### src/rtl/c3f_pkg.sv
// ----------------------------------------------------------------------------
// c3f_pkg
// Types, constants and helpers of the 3x3 interior convolution filter.
// ----------------------------------------------------------------------------
package c3f_pkg;

   localparam int PIX_W       = 8;
   localparam int POS_W       = 12;
   localparam int DIM_W       = 13;
   localparam int COEF_W      = 16;
   localparam int KERNEL_SIZE = 3;
   localparam int CSR_IDX_W   = 3;
   localparam int CSR_DATA_W  = KERNEL_SIZE * COEF_W;
   localparam int MAX_WIDTH   = 4096;
   localparam int MAX_HEIGHT  = 4096;
   localparam int MIN_DIM     = 3;
   localparam int ADDR_W      = $clog2(MAX_WIDTH);
   localparam int FRAC_BITS   = 11;
   localparam int PIX_MAX     = 255;

   // Pixel (9 bit signed) times coefficient, three of them, then nine.
   localparam int PROD_W  = PIX_W + 1 + COEF_W;
   localparam int CSUM_W  = PROD_W + 2;
   localparam int SUM_W   = CSUM_W + 2;
   localparam int WHOLE_W = SUM_W - FRAC_BITS;

   // Register indexes of the configuration port
   localparam logic [CSR_IDX_W-1:0] CSR_WIDTH    = 3'd0;
   localparam logic [CSR_IDX_W-1:0] CSR_HEIGHT   = 3'd1;
   localparam logic [CSR_IDX_W-1:0] CSR_COEF_TOP = 3'd2;
   localparam logic [CSR_IDX_W-1:0] CSR_COEF_MID = 3'd3;
   localparam logic [CSR_IDX_W-1:0] CSR_COEF_BOT = 3'd4;

   localparam logic [DIM_W-1:0]      RST_WIDTH    = 13'd640;
   localparam logic [DIM_W-1:0]      RST_HEIGHT   = 13'd480;
   localparam logic [CSR_DATA_W-1:0] RST_COEF_TOP = '0;
   localparam logic [CSR_DATA_W-1:0] RST_COEF_MID = 48'd134217728;
   localparam logic [CSR_DATA_W-1:0] RST_COEF_BOT = '0;

   typedef logic [PIX_W-1:0]         pix_type;
   typedef logic signed [COEF_W-1:0] coef_type;
   typedef logic [ADDR_W-1:0]        addr_type;

   // One window column: top, middle and bottom pixel
   typedef struct packed {
      pix_type top;
      pix_type mid;
      pix_type bot;
   } column_type;

   typedef struct packed {
      coef_type top;
      coef_type mid;
      coef_type bot;
   } coef_col_type;

   typedef struct packed {
      logic shift;
      logic advance;
   } cell_ctl_type;

   typedef struct packed {
      logic     rd_en;
      addr_type rd_addr;
      logic     wr_en;
      addr_type wr_addr;
   } lb_ctl_type;

   // Floor the Q18.11 sum and clamp to the pixel range.
   function automatic pix_type clamp_pixel(input logic signed [SUM_W-1:0] s);
      logic [WHOLE_W-1:0] whole;
      whole = s[SUM_W-1:FRAC_BITS];
      if (s[SUM_W-1]) begin
         clamp_pixel = '0;
      end else if (whole > WHOLE_W'(PIX_MAX)) begin
         clamp_pixel = PIX_W'(PIX_MAX);
      end else begin
         clamp_pixel = whole[PIX_W-1:0];
      end
   endfunction

   // Saturate a frame dimension to MIN_DIM..hi.
   function automatic logic [DIM_W-1:0] clamp_dim(input logic [DIM_W-1:0] v,
                                                   input logic [DIM_W-1:0] hi);
      if (v < DIM_W'(MIN_DIM)) begin
         clamp_dim = DIM_W'(MIN_DIM);
      end else if (v > hi) begin
         clamp_dim = hi;
      end else begin
         clamp_dim = v;
      end
   endfunction

endpackage

### src/rtl/c3f_cell.sv
// ----------------------------------------------------------------------------
// c3f_cell
// One window column: holds three pixels, hands them to its left neighbor on
// each shift, and forms the column's weighted sum over two register stages.
// ----------------------------------------------------------------------------
module c3f_cell (
   input  logic                                clock,
   input  c3f_pkg::cell_ctl_type               ctl,
   input  c3f_pkg::column_type                 col_in,
   input  c3f_pkg::coef_col_type               coef,
   output c3f_pkg::column_type                 col_out,
   output logic signed [c3f_pkg::CSUM_W-1:0]   col_sum
);

   c3f_pkg::column_type                col_ff;
   logic signed [c3f_pkg::PROD_W-1:0]  pix_top_s, pix_mid_s, pix_bot_s;
   logic signed [c3f_pkg::PROD_W-1:0]  prod_top_in, prod_mid_in, prod_bot_in;
   logic signed [c3f_pkg::PROD_W-1:0]  prod_top_ff, prod_mid_ff, prod_bot_ff;
   logic signed [c3f_pkg::CSUM_W-1:0]  col_sum_in, col_sum_ff;

   assign pix_top_s = c3f_pkg::PROD_W'($signed({1'b0, col_ff.top}));
   assign pix_mid_s = c3f_pkg::PROD_W'($signed({1'b0, col_ff.mid}));
   assign pix_bot_s = c3f_pkg::PROD_W'($signed({1'b0, col_ff.bot}));

   assign prod_top_in = pix_top_s * c3f_pkg::PROD_W'(coef.top);
   assign prod_mid_in = pix_mid_s * c3f_pkg::PROD_W'(coef.mid);
   assign prod_bot_in = pix_bot_s * c3f_pkg::PROD_W'(coef.bot);

   assign col_sum_in = c3f_pkg::CSUM_W'(prod_top_ff) + c3f_pkg::CSUM_W'(prod_mid_ff)
                     + c3f_pkg::CSUM_W'(prod_bot_ff);

   always_ff @(posedge clock) begin
      if (ctl.shift) begin
         col_ff <= col_in;
      end
      if (ctl.advance) begin
         prod_top_ff <= prod_top_in;
         prod_mid_ff <= prod_mid_in;
         prod_bot_ff <= prod_bot_in;
         col_sum_ff  <= col_sum_in;
      end
   end

   assign col_out = col_ff;
   assign col_sum = col_sum_ff;

endmodule

### config.mk
export PLATFORM = sky130hd
export DESIGN_NAME = c3f_cell
export DESIGN_NICKNAME = d
export VERILOG_FILES = /design/src/rtl/c3f_pkg.sv /design/src/rtl/c3f_cell.sv
export SDC_FILE = /design/constraint.sdc
export NUM_CORES = 1
export LEC_CHECK = 0
export ABC_AREA = 1
export ABC_CLOCK_PERIOD_IN_PS = 6600
export BUFFER_PORTS_ARGS = -buffer_cell sky130_fd_sc_hd__buf_2
export CAP_MARGIN = 20
export CORE_MARGIN = 2
export CORE_UTILIZATION = 40
export CTS_CLUSTER_DIAMETER = 30
export DETAILED_ROUTE_END_ITERATION = 10
export PLACE_DENSITY = 0.53
export SETUP_SLACK_MARGIN = 0.1
export SYNTH_ARGS = -nofsm -noshare
export SYNTH_HDL_FRONTEND = slang
export SYNTH_SLANG_ARGS = --single-unit
### constraint.sdc
create_clock -name clock -period 6.6 [get_ports clock]
set_input_delay 1.65 -clock clock [delete_from_list [all_inputs] [get_ports clock]]
set_output_delay 1.65 -clock clock [all_outputs]
set_load 0.01 [all_outputs]
== Yosys cells after proc, flatten, opt, wreduce, memory -nomap -nowiden ==
Index checks and enable logic that the tools add are counted.

* Register bits after elaboration: 126
* Input bits: 75
* Word-level logic and storage cells: 12
* Output and inout bits: 51

* Multiply operators: 3
* Add/subtract/negate cells: 2

{| class="wikitable"
|+ Operators with widths
! cell !! number
|-
| 9-bit by 16-bit multiplier with 25-bit output || 3
|-
| 26-bit by 25-bit adder with 27-bit output || 1
|-
| 25-bit by 25-bit adder with 26-bit output || 1
|}

== Logic depth before layout (Yosys ltp) ==
* Word-level depth: 2
* Mapped depth: 23
* Mapped depth without buffers: 21

== Worst setup path before layout ==
No wires, ideal clock.

* Kind: input-to-reg
* Start point: input coef[47] (netlist name)
* End point: register prod_top_ff[24] (netlist name), data pin
* Arrival time: 5,314 ps
* Cell stages on the path: 16
* Path buffers: 1
* Data required time: 6,348 ps
* Slack: 1,034 ps
* Setup time: 252 ps
* Path through: clkbuf_1 nand2_1 fa_1 inv_1 fa_1 inv_1 fa_1 inv_1 fa_1 ha_1 a21oi_1 o21ai_0 nor3b_1 nand2_1 nand2_1 nand2_1

* Word-level cells in the longest chain between the ends: 1

{| class="wikitable"
|+ RTL lines
! element !! RTL line !! text
|-
| from (decl) || c3f_cell.sv:10 || <nowiki>input c3f_pkg::coef_col_type coef,</nowiki>
|-
| 9-bit by 16-bit multiplier with 25-bit output || c3f_cell.sv:25 || <nowiki>assign prod_top_in = pix_top_s * c3f_pkg::PROD_W'(coef.top);</nowiki>
|-
| net prod_top_in (one bit) || c3f_cell.sv:17 || <nowiki>logic signed [c3f_pkg::PROD_W-1:0] prod_top_in, prod_mid_in, prod_bot_in;</nowiki>
|-
| to (signal assigned) || c3f_cell.sv:37 || <nowiki>prod_top_ff <= prod_top_in;</nowiki>
|-
| to (decl) || c3f_cell.sv:18 || <nowiki>logic signed [c3f_pkg::PROD_W-1:0] prod_top_ff, prod_mid_ff, prod_bot_ff;</nowiki>
|}

The timed path passes the listed nets, and every way through them passes these cells.
A chain may end at the register's enable or synchronous reset.

== Worst setup path after layout ==
* Start point: input coef[31] (netlist name)
* End point: register prod_mid_ff[24] (netlist name), data pin

* Word-level cells in the longest chain between the ends: 1

{| class="wikitable"
|+ RTL lines
! element !! RTL line !! text
|-
| 9-bit by 16-bit multiplier with 25-bit output || c3f_cell.sv:26 || <nowiki>assign prod_mid_in = pix_mid_s * c3f_pkg::PROD_W'(coef.mid);</nowiki>
|-
| net prod_mid_in (one bit) || c3f_cell.sv:17 ||
|-
| to (signal assigned) || c3f_cell.sv:38 || <nowiki>prod_mid_ff <= prod_mid_in;</nowiki>
|-
| to (decl) || c3f_cell.sv:18 ||
|}

The timed path passes the listed nets, and every way through them passes these cells.

==> impl_metrics.yaml <==
global_routing:
  grt-ovfl-total: 0
  grt_max_degree: 58
  grt.total_usage: 0.191
  grt_pass1_wl_um: 85300
  grt_pass1_vias: 17000
  antenna_found_initial: 1
sta:
  fin_crit_sh: 0.835
  fmax_mhz: 181
  setup_violations: 0
  slew_viol_final: 0
  skew_ns: 0.0178
  fin_setup_tns_ns: 0
  tightest_slew_ns: 0.886
  relSlewSlack: 0.409
  fin_crit_ns: 5.51
  grt_setup_unrepaired: "no"
  final_hold_viol_count: 0
clock_tree:
  clockBufferDepth: 2
  clock_sinks: 126
  clock_latency_ns: 0.47
  cts_resized: 0
  postCtsSetupBuffers: 0
  cts.clk_slew.worst_paths_ns: 0.07
  root_buffer: "clkbuf_16"
  cts_tree: "built"
  h-tree-depth: 4
  hold_buffers: 0
  cts_inserted_buffers: 17
cells_and_area:
  drive_gt1_frac: 0.0696
  antenna_cells: 0
  nets: 3443
  area_growth_pct: 7.99
  final_cell_mix: "inv_1 (846), nand2_1 (826), fa_1 (332)"
  mostFrequentLayoutCell: "inv_1"
place:
  gp_congestion: 0.895
  dp_hpwl_um: 42800
  port_buffers: 125
die:
  rows: 85
  dieArea_um2: 55800
  die_h_um: 236
  core_um2: 53600
  initial_utilization: 0.403
  ios: 126
  die_w_um: 236
routing:
  final_antenna_net_count: 0
  drt_pre_antenna_iters: 5
  routed_via_density: 4.61
  dr.first_iter.drc_count: 912
  drc: 0
  dr_total_vias: 16400
  routed_wl_um: 49700
  wl_per_cell_um: 13.9
synthesis:
  async_flop_share: 0
  yosys.area.top_type: "fa_1"
  synth-seq-cells: 126
  synth_area_per_cell_um2: 7.68
  synthFlopType: "edfxtp_1"
  seq_area_frac_synth: 0.175
  synth_top_area_share: 0.308
  synth_nets: 3394
  synthTopCellsByArea: "fa_1 (31%), edfxtp_1 (18%), inv_1 (15%)"
  synth_area_um2: 21600
  syn_inst: 2812
  synthDistinctLibCells: 29
  synth_edf_count: 126
  yosysWarnings: 0
critical_path:
  end_kind: "flop"
  required_ns: 6.83
  path_max_fanout: 8
  worstPathArrival_ns: 5.74
  crit_type: "input port to flop"
  worst-r2r-setup-slack_ns: 1.52
  path_cells: "buf_2 > nand2_1 > fa_1 > inv_1 > fa_1 > fa_1 > inv_1 > fa_1 > inv_1 > ha_1 > nand2_1 > inv_1 > nand3_1 > nor2_1 > nand4_1 > nand4_1 > nand2_1"
  slowest_delay_ns: 0.77
  cpMaxStageDelayCell: "fa_1"
  start_kind: "input port"
hold_path:
  holdCritPathClass: "flop to flop"
status:
  status: "complete, no violations"
job:
  max_cap_viol_count: 0
[worst max-delay path: cells and delay by family]
kind	cells	cell delay, ns
buffers and inverters	5	0.44
adder cells (fa/ha/maj)	5	2.64
AND/OR/NAND/NOR	7	1.01
[through the flow]
stage	area, um2	instances	utilization	setup WS (ns)	hold WS (ns)
after floorplan	21600	2812	-	1.03	0.680
after global placement	22700	3538	0.424	0.643	0.696
after detailed placement	22700	3538	0.424	0.644	0.697
after CTS	23300	3570	0.435	1.16	0.720
after global routing	23300	3570	0.435	0.876	0.776
final	23300	3570	0.435	1.09	0.716
[final cells by class]
cell class / count / area, um2
clock inverter: 15 / 153
timing repair buffer: 126 / 636
multi-input combinational: 1742 / 14300
sequential: 126 / 3780
inverter: 848 / 3180
fill: 5519 / 30300
clock buffer: 17 / 425
tap: 696 / 871
[synthesized netlist by cell type, types with 2 or more instances]
cell type / number
inv_1: 846
nand2_1: 826
fa_1: 332
ha_1: 175
edfxtp_1: 126
clkbuf_1: 96
nor2_1: 94
nand3_1: 84
a21oi_1: 73
xor2_1: 37
nand4_1: 21
o21ai_0: 20
xnor2_1: 16
nand2_2: 13
nor2_2: 9
a21o_1: 7
nand3_2: 7
nor2_4: 5
nor3_1: 5
and2_1: 4
nor3_2: 4
inv_2: 2
nand3b_1: 2
o21ai_2: 2
o21bai_1: 2
[state kept, by name, indices dropped and copies added, names as in the netlist]
name	count
prod_mid_ff	25
col_out	24
col_sum	27
prod_bot_ff	25
prod_top_ff	25
[kinds of logic (layout without fill, tap and decap cells)]
logic type / after synthesis / in the layout / synth area share
buffers and inverters: 944 / 1006 / 0.164
XOR/XNOR: 53 / 53 / 0.0215
adder cells (fa/ha/maj): 507 / 507 / 0.409
AND/OR/NAND/NOR: 1077 / 1077 / 0.204
AO/OA/AOI/OAI: 105 / 105 / 0.0260
flip-flops: 126 / 126 / 0.175
[routing by layer]
layer | wire (um) | GRT usage
met5 | 13 | 0
met4 | 637 | 0.0433
met3 | 1800 | 0.0274
met2 | 23000 | 0.311
met1 | 24300 | 0.269
[final timing paths]
kind,startpoint,to,cells after the start
worst max-delay path,coef[31],prod_mid_ff[24],17
worst min-delay path,prod_bot_ff[1],col_sum[1],2
worst max register to register,col_out[8],prod_mid_ff[24],16
worst min register to register,prod_bot_ff[1],col_sum[1],2
Power is not shown: default switching activity piles up to over one toggle a cycle in this logic, so the estimate is an artifact.
